File: src/spq_pkg.sv
package spq_pkg;

  // Default sizes of the queue.
  localparam int CapacityDef     = 64;
  localparam int PriorityBitsDef = 16;
  localparam int IdBitsDef       = 16;

  // Width of the request kind and of the result status.
  localparam int OpBits     = 2;
  localparam int StatusBits = 3;

  // Request kinds carried on in_tuser.
  typedef enum logic [OpBits-1:0] {
    OP_INSERT = 2'd0,
    OP_SERVE  = 2'd1,
    OP_CLEAR  = 2'd2
  } op_t;

  // Result status carried on out_tuser.
  typedef enum logic [StatusBits-1:0] {
    ST_INSERTED = 3'd0,
    ST_SERVED   = 3'd1,
    ST_EMPTY    = 3'd2,
    ST_FULL     = 3'd3,
    ST_CLEARED  = 3'd4
  } status_t;

  // Per-cycle command broadcast to every cell of the chain.
  typedef struct packed {
    logic insert;
    logic serve;
  } cell_ctrl_t;

endpackage

File: src/spq_cell.sv
module spq_cell #(
  parameter int PRIORITY_BITS = spq_pkg::PriorityBitsDef,
  parameter int ID_BITS       = spq_pkg::IdBitsDef
) (
  input  logic                     clk,
  input  spq_pkg::cell_ctrl_t      ctrl,
  input  logic                     valid_i,
  input  logic                     left_keep_i,
  input  logic [ID_BITS-1:0]       new_id,
  input  logic [PRIORITY_BITS-1:0] new_prio,
  input  logic [ID_BITS-1:0]       left_id,
  input  logic [PRIORITY_BITS-1:0] left_prio,
  input  logic [ID_BITS-1:0]       right_id,
  input  logic [PRIORITY_BITS-1:0] right_prio,
  output logic                     keep_o,
  output logic [ID_BITS-1:0]       id_o,
  output logic [PRIORITY_BITS-1:0] prio_o
);

  logic [ID_BITS-1:0]       id_r,   id_nxt;
  logic [PRIORITY_BITS-1:0] prio_r, prio_nxt;

  // A held entry stays in place on insert when it ranks at or above the new
  // one, so equal priorities keep their arrival order.
  assign keep_o = valid_i && (prio_r >= new_prio);

  // Insert: keep, take the new entry at the boundary, or shift down from the
  // left. Serve: shift up from the right.
  always_comb begin
    id_nxt   = id_r;
    prio_nxt = prio_r;
    if (ctrl.insert && !keep_o) begin
      if (left_keep_i) begin
        id_nxt   = new_id;
        prio_nxt = new_prio;
      end else begin
        id_nxt   = left_id;
        prio_nxt = left_prio;
      end
    end else if (ctrl.serve) begin
      id_nxt   = right_id;
      prio_nxt = right_prio;
    end
  end

  always_ff @(posedge clk) begin
    id_r   <= id_nxt;
    prio_r <= prio_nxt;
  end

  assign id_o   = id_r;
  assign prio_o = prio_r;

endmodule

File: config.mk
export PLATFORM = sky130hd
export DESIGN_NAME = spq_cell
export DESIGN_NICKNAME = d
export VERILOG_FILES = /design/src/spq_pkg.sv /design/src/spq_cell.sv
export SDC_FILE = /design/constraint.sdc
export NUM_CORES = 1
export LEC_CHECK = 0
export BUFFER_PORTS_ARGS = -buffer_cell sky130_fd_sc_hd__buf_4
export CORE_MARGIN = 3
export CORE_UTILIZATION = 44
export DETAILED_ROUTE_END_ITERATION = 7
export PLACE_DENSITY = 0.85
export SLEW_MARGIN = 20
export SYNTH_ARGS = -nofsm -noshare
export SYNTH_HDL_FRONTEND = slang
export SYNTH_SLANG_ARGS = --single-unit
File: constraint.sdc
create_clock -name clk -period 4.65 [get_ports clk]
set_clock_uncertainty 0.05 [all_clocks]
set_input_delay 0.93 -clock clk [delete_from_list [all_inputs] [get_ports clk]]
set_output_delay 0.93 -clock clk [all_outputs]
set_load 0.02 [all_outputs]
==> flow_metrics.env <==
export IMPL_yosys_area_share_simple_pct=4.95
export IMPL_max_stage_delay_ns=0.51
export IMPL_rsz0062_at_grt="no"
export IMPL_grt_ovfl_total=0
export IMPL_synth_top_family_by_area="multiplexers"
export IMPL_hpwl_um=4730
export IMPL_ir_drop_v=0.000182
export IMPL_max_slew_margin_pct=60.0
export IMPL_pwr_density_cell_nw_per_um2=294
export IMPL_port_buffers=133
export IMPL_final_max_slew_viol_count=0
export IMPL_r2r_slack_ns=1.66
export IMPL_setup_viol=0
export IMPL_path_class="in2out"
export IMPL_worstReg2RegStart="prio_o[15]"
export IMPL_seq_area_um2=961
export IMPL_synthAdderAreaFrac_pct=8.60
export IMPL_first_pass_iters=4
export IMPL_routed_via_density=4.89
export IMPL_multiInputGateArea_um2=1230
export IMPL_reg2reg_to="id_o[4]"
export IMPL_wl_um=5900
export IMPL_synth_cells=165
export IMPL_fp_dieW_um=78.7
export IMPL_cts_tree="built"
export IMPL_synthXorXnorAreaFrac_pct=0
export IMPL_synth_compound_area_share_pct=3.55
export IMPL_vias=1806
export IMPL_grt_start_max_net_pins=33
export IMPL_first_iter_violations=40
export IMPL_grt_pass1_wl_um=9060
export IMPL_max_cap_violations=0
export IMPL_cts_made_buffers=5
export IMPL_io_pins=134
export IMPL_clockBufferDepth=2
export IMPL_cp_cell_sequence="buf_4, inv_1, ha_1, nand4_2, nor3_2, or4b_4, a31oi_1, buf_4"
export IMPL_drc=0
export IMPL_diodes=0
export IMPL_worstSkewPairLatency_ns=0.27
export IMPL_holdPathEnd="prio_o[12]"
export IMPL_final_util_pct=70.2
export IMPL_grt_pass1_vias=1939
export IMPL_start_util_pct=47.4
export IMPL_hp_start="right_prio[12]"
export IMPL_critPathLaunchType="input port"
export IMPL_nNetsFinal=418
export IMPL_grt_usage_pct=19.0
export IMPL_p_total_mw=1.02
export IMPL_nFillCells=376
export IMPL_postRouteAntennaNets=0
export IMPL_h_tree_depth=2
export IMPL_hold_class="in2reg"
export IMPL_die_area_um2=6200
export IMPL_cp_common_cell="buf_4"
export IMPL_fmax_mhz=279
export IMPL_place_congestion=0.786
export IMPL_drive_above_1_share_pct=69.2
export IMPL_root_buffer="clkbuf_8"
export IMPL_hold_violations=0
export IMPL_mostFrequentLayoutCell="buf_4"
export IMPL_synth_ff_type="edfxtp_1"
export IMPL_wire_per_inst_um=16.0
export IMPL_fin_crit_ns=3.58
export IMPL_r2r_cells=7
export IMPL_p_leak_nw=1.66
export IMPL_synth_enable_flop_cells=32
export IMPL_crit_slowest_cell="or4b_4"
export IMPL_synth_seq_area_share_pct=41.3
export IMPL_clk_pin_slew_ns=0.07
export IMPL_design_area_um2=3450
export IMPL_cp_max_fo=3
export IMPL_die_y_um=78.7
export IMPL_finalCritPeriodShare_pct=77.0
export IMPL_antenna_found_initial=0
export IMPL_holdPathStages=2
export IMPL_worst_pin_slew_ns=0.585
export IMPL_cts_setup_buffers=0
export IMPL_async_flop_share_pct=0
export IMPL_hold_buffers=0
export IMPL_placed_cells=361
export IMPL_cts_resized=0
export IMPL_dpl_cell_area_um2=3370
export IMPL_fin_setup_tns_ns=0
export IMPL_syn_to_final_growth_pct=48.2
export IMPL_syn_nets=282
export IMPL_layout_common_cells="135 x buf_4, 35 x mux2_2, 32 x edfxtp_1, 29 x mux2_4, 17 x inv_1"
export IMPL_arrival_ns=2.60
export IMPL_required_ns=3.67
export IMPL_num_rows=25
export IMPL_ys_warn_count=0
export IMPL_cp_end_kind="output port"
export IMPL_syn_avg_cell_area_um2=14.1
export IMPL_synth_ff_latch_count=32
export IMPL_core_um2=4910
export IMPL_synth_cell_types=24
export IMPL_synthMuxAreaShare_pct=35.6
export IMPL_final_cells=369
export IMPL_status="completed"
export IMPL_syn_area_um2=2330
export IMPL_cts_sinks=32
## Yosys cell counts, drive strengths merged, types with 3 or more instances
cell type / instances / area, µm²
a21oi: 4 / 20.0
buf: 3 / 60.1
clkbuf: 4 / 15.0
edfxtp: 32 / 961
ha: 16 / 200
inv: 17 / 63.8
mux2: 64 / 830
nand2: 5 / 18.8
nand4: 3 / 25.0
## stage by stage
step	hold WS, ns	setup slack (ns)
final	0.902	1.07
after global routing	0.890	0.970
after CTS	0.892	1.07
after detailed placement	1.18	1.00
after global placement	1.18	1.05
after floorplan	1.10	0.948
## cell families (layout without fill, tap and decap cells)
| group | count (synthesis) | after routing |
|---|---|---|
| buffers and inverters | 24 | 161 |
| DFF | 32 | 32 |
| adders and majority gates | 16 | 16 |
| and+or+nand+nor | 19 | 19 |
| AOI/OAI and AO/OA | 10 | 10 |
| muxes | 64 | 64 |
## area by class of cell
class	count	share of cell area, %
Inverter	17	1.85
Clock inverter	1	0.109
Multi-Input combinational cell	109	35.6
Sequential cell	32	27.9
Tap cell	67	2.43
Timing Repair Buffer	136	30.0
Clock buffer	7	2.21
## flip-flops by register name, summed over array words and instances, names as in the netlist
register  cells
id_o         16
prio_o       16
## worst max-delay path, delay by kind of cell
kind / cells / cell delay, ns
fa+ha+maj: 1 / 0.30
simple gates: 3 / 0.85
buf+inv: 3 / 0.29
compound gates: 1 / 0.21
## per-layer routing
| metal | global-route usage, % | share of wire (%) |
|---|---|---|
| met5 | 0 | 0 |
| met4 | 4.02 | 0.49 |
| met3 | 6.46 | 9.2 |
| met2 | 35.1 | 53 |
| met1 | 21.0 | 37 |
## how the worst max path moves through the flow
stage,startpoint,end,slack (ns)
2_1_floorplan,new_prio[14],id_o[0],0.95
4_1_cts,new_prio[14],keep_o,1.07
5_1_grt,new_prio[15],keep_o,0.97
3_3_place_gp,new_prio[14],prio_o[10],1.05
3_5_place_dp,new_prio[14],id_o[0],1.0
6_report,new_prio[13],keep_o,1.07
## report_power, final
part           switching [mW]  internal (mW)  total (mW)
clock                  0.0991          0.104       0.203
combinational           0.185          0.228       0.413
sequential             0.0204          0.379       0.399
Power figures use the tool's default switching activity.
